<file path="config.mk">
export PLATFORM = sky130hd
export DESIGN_NAME = lbf_csr
export DESIGN_NICKNAME = d
export VERILOG_FILES = /design/src/sv/lbf_pkg.sv /design/src/sv/lbf_csr.sv
export SDC_FILE = /design/constraint.sdc
export NUM_CORES = 1
export LEC_CHECK = 0
export BUFFER_PORTS_ARGS = -buffer_cell sky130_fd_sc_hd__buf_2
export CORE_ASPECT_RATIO = 1.5
export CORE_UTILIZATION = 37
export DETAILED_ROUTE_END_ITERATION = 10
export GPL_TIMING_DRIVEN = 0
export PLACE_DENSITY_LB_ADDON = 0.25
export REMOVE_ABC_BUFFERS = 1
export SYNTH_ARGS = -nofsm -noshare
export SYNTH_HDL_FRONTEND = slang
export SYNTH_SLANG_ARGS = --single-unit
</file>
<file path="constraint.sdc">
create_clock -name clock -period 1.8 [get_ports clock]
set_clock_uncertainty 0.2 [all_clocks]
set_input_delay 0.09 -clock clock [delete_from_list [all_inputs] [get_ports clock]]
set_output_delay 0.09 -clock clock [all_outputs]
set_load 0.02 [all_outputs]
</file>
<file path="src/sv/lbf_pkg.sv">
// lbf_pkg: shared types, constants and command/status structs for the learning bridge
// depends on nothing
`timescale 1ns / 1ps

package lbf_pkg;

   localparam int TableEntries  = 64;
   localparam int NumPorts      = 8;
   localparam int IdxW          = $clog2(TableEntries);
   localparam int CntW          = $clog2(TableEntries + 1);
   localparam int MacW          = 48;
   localparam int PortW         = 3;
   localparam int TimeW         = 32;
   localparam int MaskW         = 8;
   localparam int GroupBit      = 40;
   localparam logic [31:0] DefaultExpiry = 32'd300;

   // ports that can exist on this build
   localparam logic [MaskW-1:0] UsableLim = MaskW'((64'd1 << NumPorts) - 64'd1);

   // register addresses (byte address / 8)
   localparam logic [1:0] RegLearnEn = 2'd0;
   localparam logic [1:0] RegExpiry  = 2'd1;
   localparam logic [1:0] RegBridge  = 2'd2;
   localparam logic [1:0] RegPorts   = 2'd3;

   // frame kinds
   localparam logic [1:0] KindHost  = 2'd0;
   localparam logic [1:0] KindBcast = 2'd1;
   localparam logic [1:0] KindMcast = 2'd2;
   localparam logic [1:0] KindOther = 2'd3;

   typedef struct packed {
      logic capture;     // latch the transaction
      logic scan_start;  // restart the table scan
      logic scan_step;   // advance the scan by one entry
      logic finish;      // apply learn / erase and form the result
   } cmd_type;

   typedef struct packed {
      logic scan_done;
   } status_type;

endpackage

</file>
<file path="src/sv/lbf_csr.sv">
// lbf_csr: apb-style configuration registers
// depends on lbf_pkg
`timescale 1ns / 1ps

module lbf_csr (
   input  logic        clock,
   input  logic        reset,
   input  logic        psel,
   input  logic        penable,
   input  logic        pwrite,
   input  logic [4:0]  paddr,
   input  logic [63:0] pwdata,
   output logic [63:0] prdata,
   output logic        learn_en,
   output logic [31:0] expiry_ticks,
   output logic [47:0] bridge_mac,
   output logic [7:0]  port_mask
);

   logic        learn_en_ff;
   logic [31:0] expiry_ff;
   logic [47:0] bridge_ff;
   logic [7:0]  ports_ff;
   logic [1:0]  reg_idx;

   assign reg_idx      = paddr[4:3];
   assign learn_en     = learn_en_ff;
   assign expiry_ticks = expiry_ff;
   assign bridge_mac   = bridge_ff;
   assign port_mask    = ports_ff;

   // read mux
   always_comb begin
      unique case (reg_idx)
         lbf_pkg::RegLearnEn: prdata = {63'd0, learn_en_ff};
         lbf_pkg::RegExpiry:  prdata = {32'd0, expiry_ff};
         lbf_pkg::RegBridge:  prdata = {16'd0, bridge_ff};
         lbf_pkg::RegPorts:   prdata = {56'd0, ports_ff};
         default:             prdata = '0;
      endcase
   end

   // write decode
   always_ff @(posedge clock) begin
      if (reset) begin
         learn_en_ff <= 1'b1;
         expiry_ff   <= lbf_pkg::DefaultExpiry;
         bridge_ff   <= '0;
         ports_ff    <= '0;
      end else if (psel && penable && pwrite && paddr[2:0] == 3'd0) begin
         unique case (reg_idx)
            lbf_pkg::RegLearnEn: learn_en_ff <= pwdata[0];
            lbf_pkg::RegExpiry:  expiry_ff   <= pwdata[31:0];
            lbf_pkg::RegBridge:  bridge_ff   <= pwdata[47:0];
            lbf_pkg::RegPorts:   ports_ff    <= pwdata[7:0];
            default: ;
         endcase
      end
   end

endmodule

</file>
==> impl_metrics.prom <==
# TYPE chip_impl_metric gauge
chip_impl_info{name="cts.root.buffer_cell",value="sky130_fd_sc_hd__clkbuf_16"} 1
chip_impl_metric{name="post_synth_and_or_nand_nor_area_fraction",unit="%"} 23.6
chip_impl_metric{name="dr.pass1.iters",unit=""} 6
chip_impl_metric{name="die_w",unit="um"} 91.7
chip_impl_metric{name="place_inst",unit=""} 778
chip_impl_metric{name="report.final.hold_viol_count",unit=""} 0
chip_impl_metric{name="detail_route.wirelength",unit="um"} 13900
chip_impl_metric{name="starting_utilization_of_the_core_area",unit="%"} 38.3
chip_impl_metric{name="finalCritPeriodShare",unit="%"} 92.2
chip_impl_metric{name="floorplan.die.height",unit="um"} 137
chip_impl_metric{name="die_outline_area",unit="um^2"} 12500
chip_impl_metric{name="synth.cell_area",unit="um^2"} 4460
chip_impl_info{name="worstReg2RegStart",value="learn_en"} 1
chip_impl_metric{name="tritoncts.num_buffers",unit=""} 9
chip_impl_metric{name="worst_slew_pin_slew",unit="ps"} 907
chip_impl_metric{name="portBuffers",unit=""} 194
chip_impl_metric{name="core.rowCount",unit=""} 48
chip_impl_info{name="hold_path_end",value="expiry_ticks[7]"} 1
chip_impl_info{name="hp-start",value="reset"} 1
chip_impl_info{name="synthFlopType",value="sky130_fd_sc_hd__dfxtp_1"} 1
chip_impl_metric{name="clock_insertion_delay_at_the_later_pin_of_the_skew_report",unit="ps"} 330
chip_impl_metric{name="total_leakage_power",unit="uW"} 0.00296
chip_impl_info{name="timing_worst_setup_path_type",value="input port to register"} 1
chip_impl_metric{name="vias_per_cell",unit=""} 5.12
chip_impl_metric{name="clock_tree.buffer_depth",unit=""} 2
chip_impl_metric{name="clk_transition_reported_paths",unit="ps"} 60
chip_impl_info{name="synth_top_family_by_area",value="simple AND/OR/NAND/NOR gates"} 1
chip_impl_metric{name="design.portCount",unit=""} 227
chip_impl_metric{name="drive_gt1_share",unit="%"} 34.3
chip_impl_metric{name="cts-htree-levels",unit=""} 3
chip_impl_metric{name="syn_avg_cell_area",unit="um^2"} 9.34
chip_impl_metric{name="critical_path_peak_fanout",unit=""} 29
chip_impl_metric{name="ys_seq_area_share",unit="%"} 39.9
chip_impl_metric{name="post_synth_fa_ha_maj_area_fraction",unit="%"} 0
chip_impl_metric{name="fmaxAchievable",unit="MHz"} 603
chip_impl_metric{name="synth-seq-cells",unit=""} 89
chip_impl_metric{name="synth_largest_type_area_fraction",unit="%"} 39.9
chip_impl_metric{name="cp_data_required_time",unit="ps"} 1860
chip_impl_metric{name="route.detailed.wl_per_inst",unit="um"} 16.3
chip_impl_metric{name="report.final.setup_viol",unit=""} 0
chip_impl_metric{name="syn_inst",unit=""} 478
chip_impl_metric{name="global_route.usage.total",unit="%"} 21.4
chip_impl_metric{name="grt.overflow.total",unit=""} 0
chip_impl_metric{name="place.detailed.hpwl",unit="um"} 8290
chip_impl_info{name="cp_endpoint_kind",value="register"} 1
chip_impl_metric{name="ys_warn_count",unit=""} 0
chip_impl_metric{name="utilization_after_layout",unit="%"} 54.3
chip_impl_metric{name="synth.area.mux_share",unit="%"} 15.7
chip_impl_metric{name="global_route_wire_length_before_repair",unit="um"} 21000
chip_impl_metric{name="timing.final.max_slew_violations",unit=""} 0
chip_impl_metric{name="max_cap_viol_count",unit=""} 0
chip_impl_metric{name="post_synth_xor_area_fraction",unit="%"} 0
chip_impl_metric{name="nNetsFinal",unit=""} 771
chip_impl_info{name="tritoncts_clock_tree",value="yes"} 1
chip_impl_info{name="synth_most_common_cell",value="sky130_fd_sc_hd__nand2b_1"} 1
chip_impl_metric{name="stdcell_count",unit=""} 850
chip_impl_metric{name="postRouteAntennaNets",unit=""} 0
chip_impl_metric{name="overall_power",unit="uW"} 4460
chip_impl_metric{name="design.core.area",unit="um^2"} 11700
chip_impl_info{name="worstSetupStartpointType",value="input port"} 1
chip_impl_metric{name="synthToLayoutAreaGrowth",unit="%"} 41.7
chip_impl_metric{name="grt_start_max_net_pins",unit=""} 75
chip_impl_metric{name="maxSlewHeadroom",unit="%"} 39.5
chip_impl_metric{name="synth-compound-area-share",unit="%"} 12.8
chip_impl_metric{name="drc_errors",unit=""} 0
chip_impl_info{name="crit-reg2reg-capture",value="learn_en"} 1
chip_impl_metric{name="vias",unit=""} 4356
chip_impl_metric{name="critical_path_at",unit="ps"} 1720
chip_impl_metric{name="timing.hold.ws",unit="ps"} 64.8
chip_impl_metric{name="antenna-diode-count",unit=""} 0
chip_impl_metric{name="cts.sink_count",unit=""} 89
chip_impl_metric{name="filler_cells",unit=""} 1067
chip_impl_metric{name="vdd_drop_max",unit="mV"} 0.454
chip_impl_info{name="min-delay-path-class",value="input port to register"} 1
chip_impl_metric{name="initial_antenna_violation_count",unit=""} 0
chip_impl_metric{name="initialDrtViolationCount",unit=""} 163
chip_impl_metric{name="layout_min_cycle_time",unit="ps"} 1660
chip_impl_metric{name="postSynth.asyncResetShare",unit="%"} 0
chip_impl_info{name="run_status",value="complete, no violations"} 1
chip_impl_info{name="post-synth-top-area-cell",value="sky130_fd_sc_hd__dfxtp_1"} 1
chip_impl_metric{name="pre_cts_ws",unit="ps"} -1120
chip_impl_metric{name="gp_congestion",unit=""} 0.787
chip_impl_metric{name="min_path_cells",unit=""} 2
chip_impl_metric{name="power_density",unit="nW/um^2"} 705
chip_impl_metric{name="first_global_vias",unit=""} 4135
chip_impl_metric{name="postLayoutSetupSlackWorst",unit="ps"} 141
chip_impl_metric{name="synth_edf_count",unit=""} 0
chip_impl_metric{name="ys_types",unit=""} 30
chip_impl_info{name="netlist_top_cells_area",value="sky130_fd_sc_hd__dfxtp_1 (40%), sky130_fd_sc_hd__nand2b_1 (15%), sky130_fd_sc_hd__mux2i_1 (13%)"} 1
chip_impl_metric{name="r2r.worst_path.cells",unit=""} 2
chip_impl_info{name="rsz_0062_raised_after_global_routing",value="false"} 1
chip_impl_info{name="synth_commonest_cells",value="sky130_fd_sc_hd__nand2b_1 (104), sky130_fd_sc_hd__dfxtp_1 (89), sky130_fd_sc_hd__mux2i_1 (60)"} 1
chip_impl_metric{name="flop_to_flop_setup_slack",unit="ps"} 840
## sequential cells by signal (all words and copies together) (netlist names)
signal / cells
bridge_mac: 48
expiry_ticks: 32
port_mask: 8
learn_en: 1
## cells by family after synthesis
group,Yosys count
simple gates,168
compound gates,89
flops,89
mux,68
buf+inv,63
other cells,1
## through the flow
step	setup TNS, ps	cell area, um^2
2_1_floorplan	-122070	4170
3_3_place_gp	-353930	5330
5_1_grt	0	6330
6_report	0	6330
3_5_place_dp	-72630	5430
4_1_cts	0	6310
## layer usage
layer / track usage (%) / vias to the layer above / share of wire (%)
li1: - / 2074 / -
met1: 23.4 / 2109 / 40
met2: 41.4 / 153 / 54
met3: 3.06 / 20 / 4.2
met4: 7.67 / 0 / 2.1
met5: 0 / - / 0
## area by class of cell
cell class	instances	area, um^2	share of cell area (%)
Clock buffer	11	253	4.00
Clock inverter	3	65.1	1.03
Multi-Input combinational cell	346	2470	39.1
Sequential cell	89	1780	28.2
Tap cell	150	188	2.97
Timing Repair Buffer	251	1570	24.8
## critical path, cell delays in order
cell and delay [ps]:
sky130_fd_sc_hd__buf_2 410, sky130_fd_sc_hd__or4b_4 740, sky130_fd_sc_hd__nor2_4 240, sky130_fd_sc_hd__mux2i_1 230
## cells in the final DEF (no fill, tap or decap), types with 3 or more instances in the layout
| cell type | count |
|---|---|
| sky130_fd_sc_hd__clkbuf_16 | 9 |
| sky130_fd_sc_hd__a21oi_1 | 28 |
| sky130_fd_sc_hd__mux2_2 | 7 |
| sky130_fd_sc_hd__o21ai_1 | 9 |
| sky130_fd_sc_hd__nand4_1 | 28 |
| sky130_fd_sc_hd__dfxtp_1 | 89 |
| sky130_fd_sc_hd__dlygate4sd3_1 | 48 |
| sky130_fd_sc_hd__nor2b_4 | 4 |
| sky130_fd_sc_hd__o21ai_0 | 18 |
| sky130_fd_sc_hd__buf_4 | 6 |
| sky130_fd_sc_hd__mux2i_1 | 60 |
| sky130_fd_sc_hd__buf_2 | 193 |
| sky130_fd_sc_hd__nand2b_1 | 104 |
| sky130_fd_sc_hd__nor2_1 | 10 |
| sky130_fd_sc_hd__buf_12 | 3 |
| sky130_fd_sc_hd__a22o_1 | 31 |
| sky130_fd_sc_hd__and2_1 | 16 |
| sky130_fd_sc_hd__conb_1 | 16 |
## worst max path at each step
stage,startpoint,slack (ps),to,depth (start not counted)
after floorplan,paddr[4],-1470,bridge_mac[18],3
after global routing,paddr[3],40,expiry_ticks[5],4
after global placement,paddr[4],-3360,bridge_mac[47],4
after detailed placement,paddr[1],-1120,bridge_mac[20],5
after CTS,paddr[1],60,bridge_mac[20],5
final,paddr[3],140,expiry_ticks[5],4
## where the power goes
group          switching (uW)  total [uW]  internal [uW]
clock network             734        2010           1270
logic                     260         475            214
registers                3.50        1980           1970
total                     998        4460           3460
## repair_timing
action / CTS / global route
pin swaps: 1 / 0
gates resized for setup: 5 / 0
hold buffers: 48 / 0
hold endpoints to repair: 89 / 0
cloned: 4 / 1
buffers inserted: 5 / 0
setup endpoints to repair: 100 / 3
Note: power is estimated with default switching activity, not from simulation.
