==> src/sv/lbf_pkg.sv <==
// lbf_pkg: shared types, constants and command/status structs for the learning bridge
// depends on nothing
`timescale 1ns / 1ps

package lbf_pkg;

   localparam int TableEntries  = 64;
   localparam int NumPorts      = 8;
   localparam int IdxW          = $clog2(TableEntries);
   localparam int CntW          = $clog2(TableEntries + 1);
   localparam int MacW          = 48;
   localparam int PortW         = 3;
   localparam int TimeW         = 32;
   localparam int MaskW         = 8;
   localparam int GroupBit      = 40;
   localparam logic [31:0] DefaultExpiry = 32'd300;

   // ports that can exist on this build
   localparam logic [MaskW-1:0] UsableLim = MaskW'((64'd1 << NumPorts) - 64'd1);

   // register addresses (byte address / 8)
   localparam logic [1:0] RegLearnEn = 2'd0;
   localparam logic [1:0] RegExpiry  = 2'd1;
   localparam logic [1:0] RegBridge  = 2'd2;
   localparam logic [1:0] RegPorts   = 2'd3;

   // frame kinds
   localparam logic [1:0] KindHost  = 2'd0;
   localparam logic [1:0] KindBcast = 2'd1;
   localparam logic [1:0] KindMcast = 2'd2;
   localparam logic [1:0] KindOther = 2'd3;

   typedef struct packed {
      logic capture;     // latch the transaction
      logic scan_start;  // restart the table scan
      logic scan_step;   // advance the scan by one entry
      logic finish;      // apply learn / erase and form the result
   } cmd_type;

   typedef struct packed {
      logic scan_done;
   } status_type;

endpackage

==> src/sv/lbf_ctrl.sv <==
// lbf_ctrl: controller state machine for the learning bridge
// depends on lbf_pkg
`timescale 1ns / 1ps

module lbf_ctrl (
   input  logic               clock,
   input  logic               reset,
   input  logic               in_valid,
   output logic               in_ready,
   output logic               out_valid,
   input  logic               out_ready,
   input  lbf_pkg::status_type status,
   output lbf_pkg::cmd_type    cmd
);

   typedef enum logic [1:0] {ST_IDLE, ST_SCAN, ST_FINISH, ST_HOLD} state_type;
   state_type state_ff, state_in;
   logic out_valid_ff, out_valid_in;

   // accept a new transaction when idle and the output slot is free or leaving
   assign in_ready  = (state_ff == ST_IDLE) && (!out_valid_ff || out_ready);
   assign out_valid = out_valid_ff;

   always_comb begin
      state_in     = state_ff;
      out_valid_in = out_valid_ff;
      cmd          = '0;
      if (out_valid_ff && out_ready) out_valid_in = 1'b0;
      unique case (state_ff)
         ST_IDLE: begin
            if (in_valid && in_ready) begin
               cmd.capture    = 1'b1;
               cmd.scan_start = 1'b1;
               state_in       = ST_SCAN;
            end
         end
         ST_SCAN: begin
            cmd.scan_step = 1'b1;
            if (status.scan_done) state_in = ST_FINISH;
         end
         ST_FINISH: begin
            if (!out_valid_ff || out_ready) begin
               cmd.finish   = 1'b1;
               out_valid_in = 1'b1;
               state_in     = ST_IDLE;
            end
         end
         ST_HOLD: state_in = ST_IDLE;
         default: state_in = ST_IDLE;
      endcase
   end

   always_ff @(posedge clock) begin
      if (reset) begin
         state_ff     <= ST_IDLE;
         out_valid_ff <= 1'b0;
      end else begin
         state_ff     <= state_in;
         out_valid_ff <= out_valid_in;
      end
   end

endmodule

==> config.mk <==
export PLATFORM = sky130hd
export DESIGN_NAME = lbf_ctrl
export DESIGN_NICKNAME = d
export VERILOG_FILES = /design/src/sv/lbf_pkg.sv /design/src/sv/lbf_ctrl.sv
export SDC_FILE = /design/constraint.sdc
export NUM_CORES = 1
export LEC_CHECK = 0
export BUFFER_PORTS_ARGS = -buffer_cell sky130_fd_sc_hd__buf_2
export CAP_MARGIN = 40
export CORE_AREA = 10 10 47 49
export CTS_BUF_LIST = sky130_fd_sc_hd__clkbuf_2 sky130_fd_sc_hd__clkbuf_4 sky130_fd_sc_hd__clkbuf_8
export DETAILED_ROUTE_END_ITERATION = 7
export DIE_AREA = 0 0 57 59
export GPL_TIMING_DRIVEN = 0
export SYNTH_ARGS = -nofsm -noshare
export SYNTH_HDL_FRONTEND = slang
export SYNTH_SLANG_ARGS = --single-unit
==> constraint.sdc <==
create_clock -name clock -period 2.6 [get_ports clock]
set_input_delay 0.78 -clock clock [delete_from_list [all_inputs] [get_ports clock]]
set_output_delay 0.78 -clock clock [all_outputs]
set_load 0.05 [all_outputs]
==> results of run 1 <==
==> cell usage after synthesis <==
cell type and number:
nor3_1 1, nand2b_4 1, inv_1 1, and3_1 1, a31oi_1 1, nor2b_1 1, nor2b_2 1, and2_1 1
nor2_2 1, o2bb2a_4 1, nand2b_2 1, nor3b_2 1, buf_4 1, a21oi_1 1, dfxtp_1 3
==> flip-flops by register name (all words and copies together), names as in the netlist <==
signal     flops
state_ff       2
out_valid      1
==> area by class of cell <==
cell class | count | share of cell area
inverter | 1 | 0.0128
timing repair buffer | 10 | 0.171
clock buffer | 4 | 0.103
tap | 16 | 0.0684
sequential | 3 | 0.205
buffer | 1 | 0.0513
multi-input combinational | 12 | 0.389
==> worst paths after layout <==
check	slack [ns]	to	depth (start not counted)
max reg2reg	1.71	state_ff[1]$_SDFFE_PP0P_	3
max	0.16	cmd[3]	6
min	0.52	out_valid$_SDFF_PP0_	2
min reg2reg	0.52	out_valid$_SDFF_PP0_	2
==> through the flow <==
step                hold WS [ns]  setup WS [ns]
global route               0.553         0.0987
CTS                        0.531          0.150
floorplan                  0.547         -0.146
finish                     0.521          0.160
global placement           0.528          0.149
detailed placement         0.525          0.150
==> where the power goes <==
group	internal (mW)	switching, mW	leakage, nW
clock	0.0679	0.0241	0.0184
combinational	0.0202	0.0338	0.0954
sequential	0.0485	0.00311	0.0245
total	0.137	0.0610	0.138
==> placed cells by master, fill, tap and decap left out, drive strengths merged <==
cell type / instances
nor2b: 2
nor2: 1
and3: 1
clkbuf: 4
inv: 1
buf: 11
nor3: 1
a31oi: 1
and2: 1
nor3b: 1
a21oi: 1
nand2b: 2
dfxtp: 3
o2bb2a: 1
==> worst min-delay path: stages (launching register included) <==
cell      delay, ns
dfxtp_1        0.32
nand2b_4       0.09
a21oi_1        0.06
==> kinds of logic (layout without fill, tap and decap cells) <==
group,Yosys count,in the layout,share of synthesized area
and+or+nand+nor,9,9,0.418
AOI/OAI and AO/OA,3,3,0.177
DFF,3,3,0.340
buffers and inverters,2,16,0.0638
==> per-layer routing <==
metal / vias up / wire length [um] / global-route usage
met3: 0 / 76 / 0.0300
met1: 72 / 186 / 0.0249
met4: 0 / 0 / 0.0302
li1: 85 / - / -
met5: - / 0 / 0
met2: 8 / 186 / 0.0326
==> results_dict.tcl, run 1 <==
set metrics [dict create \
    post_cts_resize_count 0 \
    critical_path.slowest_cell "buf_2" \
    cp_max_fo 5 \
    die_h_um 59 \
    register_area_um2 60.1 \
    grt_start_max_net_pins 6 \
    finClkSkew_ns 0.000849 \
    drv_cap 0 \
    drt_iter0_drc 1 \
    setup_viol 0 \
    viasPerCell 3.51 \
    cellPowerDensity_nw_per_um2 675 \
    path_buf_inv 3 \
    fin_util 0.209 \
    ys_seq_area_frac 0.340 \
    fmax_ghz 0.410 \
    fin_nets 37 \
    worstSetupPathType "in2out" \
    final_cell_area_um2 293 \
    cts_tree "built" \
    wirelength_um 449 \
    yosys.area.top_type "dfxtp_1" \
    grt_pass1_vias 163 \
    synth_nets 22 \
    setup_tns_ns 0 \
    num_vias 165 \
    tightestPinTransition_ns 0.256 \
    place_area_um2 263 \
    yosys.area.top_type_share 0.340 \
    dpl.hpwl_um 397 \
    ant_nets 0 \
    ctsHoldBuffers 0 \
    fin_crit_sh 0.938 \
    startpoint_type "primary input" \
    grt_pass1_wl_um 641 \
    clkTransAtPathRegs_ns 0.04 \
    clock_latency_ns 0.23 \
    antenna_cells 0 \
    hp-start "out_valid$_SDFF_PP0_" \
    end_kind "output port" \
    crit_arrival_ns 1.66 \
    hold_path.class "reg2reg" \
    crit_chain "buf_2 -> nand2b_4 -> nor3b_4 -> and2_4 -> buf_8 -> buf_2" \
    relSlewSlack 0.831 \
    cpMostUsedCell "buf_2" \
    root_buffer "clkbuf_4" \
    grt_overflow 0 \
    crit_start "out_ready" \
    synthTopCellsByArea "dfxtp_1 34%, o2bb2a_4 11%, nand2b_4 7.8%" \
    worstPathRequired_ns 1.82 \
    stdcell_count 47 \
    start_util 0.126 \
    clk_path_buf_depth 2 \
    path_delay_family "simple AND/OR/NAND/NOR gates" \
    wl_per_cell_um 9.55 \
    port_buffers 10 \
    netlist_area_um2 176 \
    final_layout_size_suffix_gt1_frac 0.710 \
    finalCriticalPeriod_ns 2.44 \
    routabilityCongestion 0.651 \
    syn_to_final_growth_pct 66.0 \
    outcome "completed" \
    vdd_ir_drop_max_mv 0.155 \
    synth_area_per_cell_um2 10.4 \
    antenna_found_initial 0 \
    ys_types 15 \
    ys_seq_elements 3 \
    io_pins 11 \
    cts_setup_buffers 0 \
    total_power_uw 198 \
    reg2reg_from "state_ff[0]$_SDFFE_PP0P_" \
    post-place-cells 43 \
    fp.dieW_um 57 \
    clkSinkCount 3 \
    synth_cells 17 \
    rows 14 \
    firstDrtPassIters 2 \
    slew_viol_final 0 \
    grt_use_total 0.0281 \
    h-tree-depth 1 \
    rsz0062_at_grt "false" \
    multiInputGateArea_um2 114 \
    critical-path-max-stage-delay_ns 0.24 \
    drc_errors 0 \
    numCtsBuffers 3 \
    die-area_um2 3360 \
    fillers 167 \
    core_area_um2 1400 \
    hold_viol_final 0 \
    leakagePower_nw 0.138 \
    ys_warn_count 0 \
]
(Power assumes the default switching activity.)
==> run 2, diff against run 1 <==
--- a/config.mk
+++ b/config.mk
@@ -12,6 +12,8 @@
 export DETAILED_ROUTE_END_ITERATION = 7
 export DIE_AREA = 0 0 57 59
 export GPL_TIMING_DRIVEN = 0
+export HOLD_SLACK_MARGIN = 0.05
+export RECOVER_POWER = 50
 export SYNTH_ARGS = -nofsm -noshare
 export SYNTH_HDL_FRONTEND = slang
 export SYNTH_SLANG_ARGS = --single-unit
==> results_dict.tcl, run 2 (synthesis results as in run 1) <==
set metrics [dict create \
    viasPerCell 3.57 \
    vdd_ir_drop_max_mv 0.155 \
    die_h_um 59 \
    clkTransAtPathRegs_ns 0.04 \
    end_kind "output port" \
    final_cell_mix "9 x buf_2, 4 x clkbuf_4, 3 x dfxtp_1" \
    fin_crit_sh 0.934 \
    fmax_ghz 0.412 \
    grt_pass1_vias 163 \
    grt_use_total 0.0281 \
    final_layout_size_suffix_gt1_frac 0.645 \
    leakagePower_nw 0.132 \
    fillers 169 \
    ctsHoldBuffers 0 \
    grt_overflow 0 \
    post_cts_resize_count 0 \
    io_pins 11 \
    largest_register_ffs 2 \
    hold_viol_final 0 \
    antenna_found_initial 0 \
    dpl_worst_slack_ns 0.150 \
    drc_errors 0 \
    dpl.hpwl_um 397 \
    holdWs_ns 0.511 \
    drt_iter0_drc 0 \
    clkSinkCount 3 \
    multiInputGateArea_um2 104 \
    worstSetupPathType "in2out" \
    num_vias 168 \
    grt_start_max_net_pins 6 \
    cts_tree "built" \
    hold_path.class "reg2reg" \
    root_buffer "clkbuf_4" \
    relSlewSlack 0.605 \
    crit_arrival_ns 1.65 \
    clock_latency_ns 0.23 \
    antenna_cells 0 \
    startpoint_type "primary input" \
    syn_to_final_growth_pct 59.6 \
    routabilityCongestion 0.651 \
    rsz0062_at_grt "false" \
    start_util 0.126 \
    firstDrtPassIters 1 \
    finalCriticalPeriod_ns 2.43 \
    fp.dieW_um 57 \
    numCtsBuffers 3 \
    tightestPinTransition_ns 0.595 \
    clk_path_buf_depth 2 \
    outcome "completed" \
    h-tree-depth 1 \
    grt_pass1_wl_um 641 \
    ant_nets 0 \
    core_area_um2 1400 \
    slew_viol_final 0 \
    finClkSkew_ns 0.000849 \
    rows 14 \
    drv_cap 0 \
    regMostFlops "state_ff" \
    cts_setup_buffers 0 \
    cp_max_fo 5 \
    register_area_um2 60.1 \
    mostFrequentLayoutCell "buf_2" \
    stdcell_count 47 \
    port_buffers 10 \
    post-place-cells 43 \
    total_power_uw 196 \
    worstPathRequired_ns 1.82 \
    wl_per_cell_um 9.57 \
    setup_slack_ns 0.173 \
    cellPowerDensity_nw_per_um2 695 \
    die-area_um2 3360 \
    setup_viol 0 \
    fin_nets 37 \
    wirelength_um 450 \
]
run 2: final timing paths:
path / from / end / slack (ns) / cells after the start
setup / recovery: out_ready / cmd[3] / 0.17 / 6
setup reg to reg: state_ff[0]$_SDFFE_PP0P_ / state_ff[1]$_SDFFE_PP0P_ / 1.64 / 3
hold reg to reg: out_valid$_SDFF_PP0_ / out_valid$_SDFF_PP0_ / 0.51 / 2
hold / removal: out_valid$_SDFF_PP0_ / out_valid$_SDFF_PP0_ / 0.51 / 2
run 2: metrics by stage:
stage | util | instance area [um2] | setup TNS [ns]
after floorplan | - | 193 | -0.146
after global placement | 0.188 | 263 | 0
after detailed placement | 0.188 | 263 | 0
after CTS | 0.209 | 293 | 0
after global routing | 0.201 | 282 | 0
final | 0.201 | 282 | 0
run 2: critical path, stage by stage:
cell      delay (ns)
buf_2           0.07
nand2b_4        0.12
nor3b_4         0.18
and2_4          0.17
buf_8           0.08
buf_2           0.24
run 2: final cells by class:
type                       count  area share
sequential                     3       0.213
inverter                       1      0.0133
buffer                         1      0.0533
clock buffer                   4       0.107
timing repair buffer          10       0.173
multi-input combinational     12       0.369
tap                           16      0.0711
run 2: routing by layer:
layer  global-route usage  up-vias  part of all wire
li1                     -       85                 -
met4               0.0302        0                 0
met1               0.0249       73              0.41
met5                    0        -                 0
met3               0.0300        0              0.17
met2               0.0326       10              0.42
run 2: where the power goes:
group          switching [mW]  internal (mW)  total [mW]
Clock                  0.0241         0.0679      0.0920
Sequential            0.00320         0.0485      0.0517
Combinational          0.0332         0.0188      0.0520
==> run 3, diff against run 2 <==
--- a/config.mk
+++ b/config.mk
@@ -14,6 +14,7 @@
 export GPL_TIMING_DRIVEN = 0
 export HOLD_SLACK_MARGIN = 0.05
 export RECOVER_POWER = 50
+export SLEW_MARGIN = 0
 export SYNTH_ARGS = -nofsm -noshare
 export SYNTH_HDL_FRONTEND = slang
 export SYNTH_SLANG_ARGS = --single-unit
==> constraint.sdc (replaced) <==
create_clock -name clock -period 2.6 [get_ports clock]
set_input_delay 0.13 -clock clock [delete_from_list [all_inputs] [get_ports clock]]
set_output_delay 0.13 -clock clock [all_outputs]
set_load 0.05 [all_outputs]
==> results_dict.tcl, run 3 (synthesis results as in run 1) <==
set metrics [dict create \
    grt_pass1_wl_um 717 \
    clk_path_buf_depth 2 \
    fin_crit_sh 0.578 \
    antenna_found_initial 0 \
    leakagePower_nw 0.118 \
    worstSetupPathType "reg2out" \
    cp_max_fo 5 \
    setup_viol 0 \
    firstDrtPassIters 4 \
    fmax_ghz 0.665 \
    clkSinkCount 3 \
    finClkSkew_ns 0.000815 \
    die-area_um2 3360 \
    relSlewSlack 0.592 \
    port_buffers 10 \
    drt_iter0_drc 10 \
    mostFrequentLayoutCell "buf_2" \
    largest_register_ffs 2 \
    fin_nets 37 \
    slew_viol_final 0 \
    crit_arrival_ns 1.37 \
    end_kind "output port" \
    wirelength_um 460 \
    routabilityCongestion 0.657 \
    worstPathRequired_ns 2.47 \
    hold_path.class "in2reg" \
    fp.dieW_um 57 \
    holdWs_ns 0.0878 \
    num_vias 169 \
    hold_viol_final 0 \
    core_area_um2 1400 \
    io_pins 11 \
    die_h_um 59 \
    rows 14 \
    drc_errors 0 \
    antenna_cells 0 \
    root_buffer "clkbuf_4" \
    wl_per_cell_um 9.79 \
    post_cts_resize_count 0 \
    viasPerCell 3.60 \
    setup_tns_ns 0 \
    finalCriticalPeriod_ns 1.50 \
    cts_tree "built" \
    grt_overflow 0 \
    ant_nets 0 \
    fin_util 0.184 \
    grt_start_max_net_pins 6 \
    grt_use_total 0.0316 \
    rsz0062_at_grt "false" \
    numCtsBuffers 3 \
    grt_pass1_vias 164 \
    regMostFlops "state_ff" \
    h-tree-depth 1 \
    start_util 0.126 \
    drv_cap 0 \
    final_layout_size_suffix_gt1_frac 0.581 \
    cellPowerDensity_nw_per_um2 737 \
    clkTransAtPathRegs_ns 0.04 \
    tightestPinTransition_ns 0.614 \
    cts_setup_buffers 0 \
    ctsHoldBuffers 0 \
    syn_to_final_growth_pct 46.1 \
    startpoint_type "register" \
    final_cell_mix "9 x buf_2, 4 x clkbuf_4, 3 x dfxtp_1" \
    vdd_ir_drop_max_mv 0.177 \
    clock_latency_ns 0.23 \
    outcome "completed" \
]
## run 3: cell counts in the layout (fill, tap and decap cells not counted)
No cell type changed its count.
## run 3: metal layers
metal / up-vias / part of all wire / GRT usage / wire, um
met5: - / 0 / 0 / 0
met4: 0 / 0 / 0.0201 / 0
met3: 0 / 0.24 / 0.0536 / 109
met2: 11 / 0.33 / 0.0310 / 153
met1: 73 / 0.43 / 0.0262 / 197
li1: 85 / - / - / -
## run 3: cell type report
type | instances | area [um2]
Fill cell | 163 | 1140
Multi-Input combinational cell | 12 | 87.6
Sequential cell | 3 | 60.1
Timing Repair Buffer | 10 | 48.8
Clock buffer | 4 | 30.0
Tap cell | 16 | 20.0
Buffer | 1 | 7.51
Inverter | 1 | 3.75
## run 3: stage by stage
| step | power, mW | std cells | cell area (um2) | setup WS (ns) |
|---|---|---|---|---|
| detailed placement | 0.102 | 43 | 246 | 1.38 |
| global route | 0.205 | 47 | 258 | 0.971 |
| floorplan | 0.0895 | 17 | 176 | 0.278 |
| CTS | 0.199 | 47 | 277 | 1.12 |
| global placement | 0.101 | 43 | 246 | 1.39 |
| finish | 0.190 | 47 | 258 | 1.10 |
## run 3: path summary, 6_finish.rpt
check	slack [ns]	startpoint	endpoint	cells past startpoint
setup / recovery	1.10	out_valid$_SDFF_PP0_	cmd[3]	5
hold reg to reg	0.55	state_ff[1]$_SDFFE_PP0P_	state_ff[0]$_SDFFE_PP0P_	1
hold / removal	0.09	reset	state_ff[1]$_SDFFE_PP0P_	2
setup reg to reg	1.66	state_ff[0]$_SDFFE_PP0P_	state_ff[1]$_SDFFE_PP0P_	3
## run 3: power breakdown
part	total [mW]	switching (mW)	leakage [nW]	internal (mW)
combinational	0.0467	0.0324	0.0755	0.0143
sequential	0.0509	0.00238	0.0245	0.0485
clock	0.0923	0.0244	0.0184	0.0679
## run 3: worst max-delay path, stage by stage, from the launching register on
cell and delay (ns):
dfxtp_1 0.30, nand2b_1 0.14, nor3b_2 0.20, and2_1 0.16, buf_4 0.10, buf_2 0.25
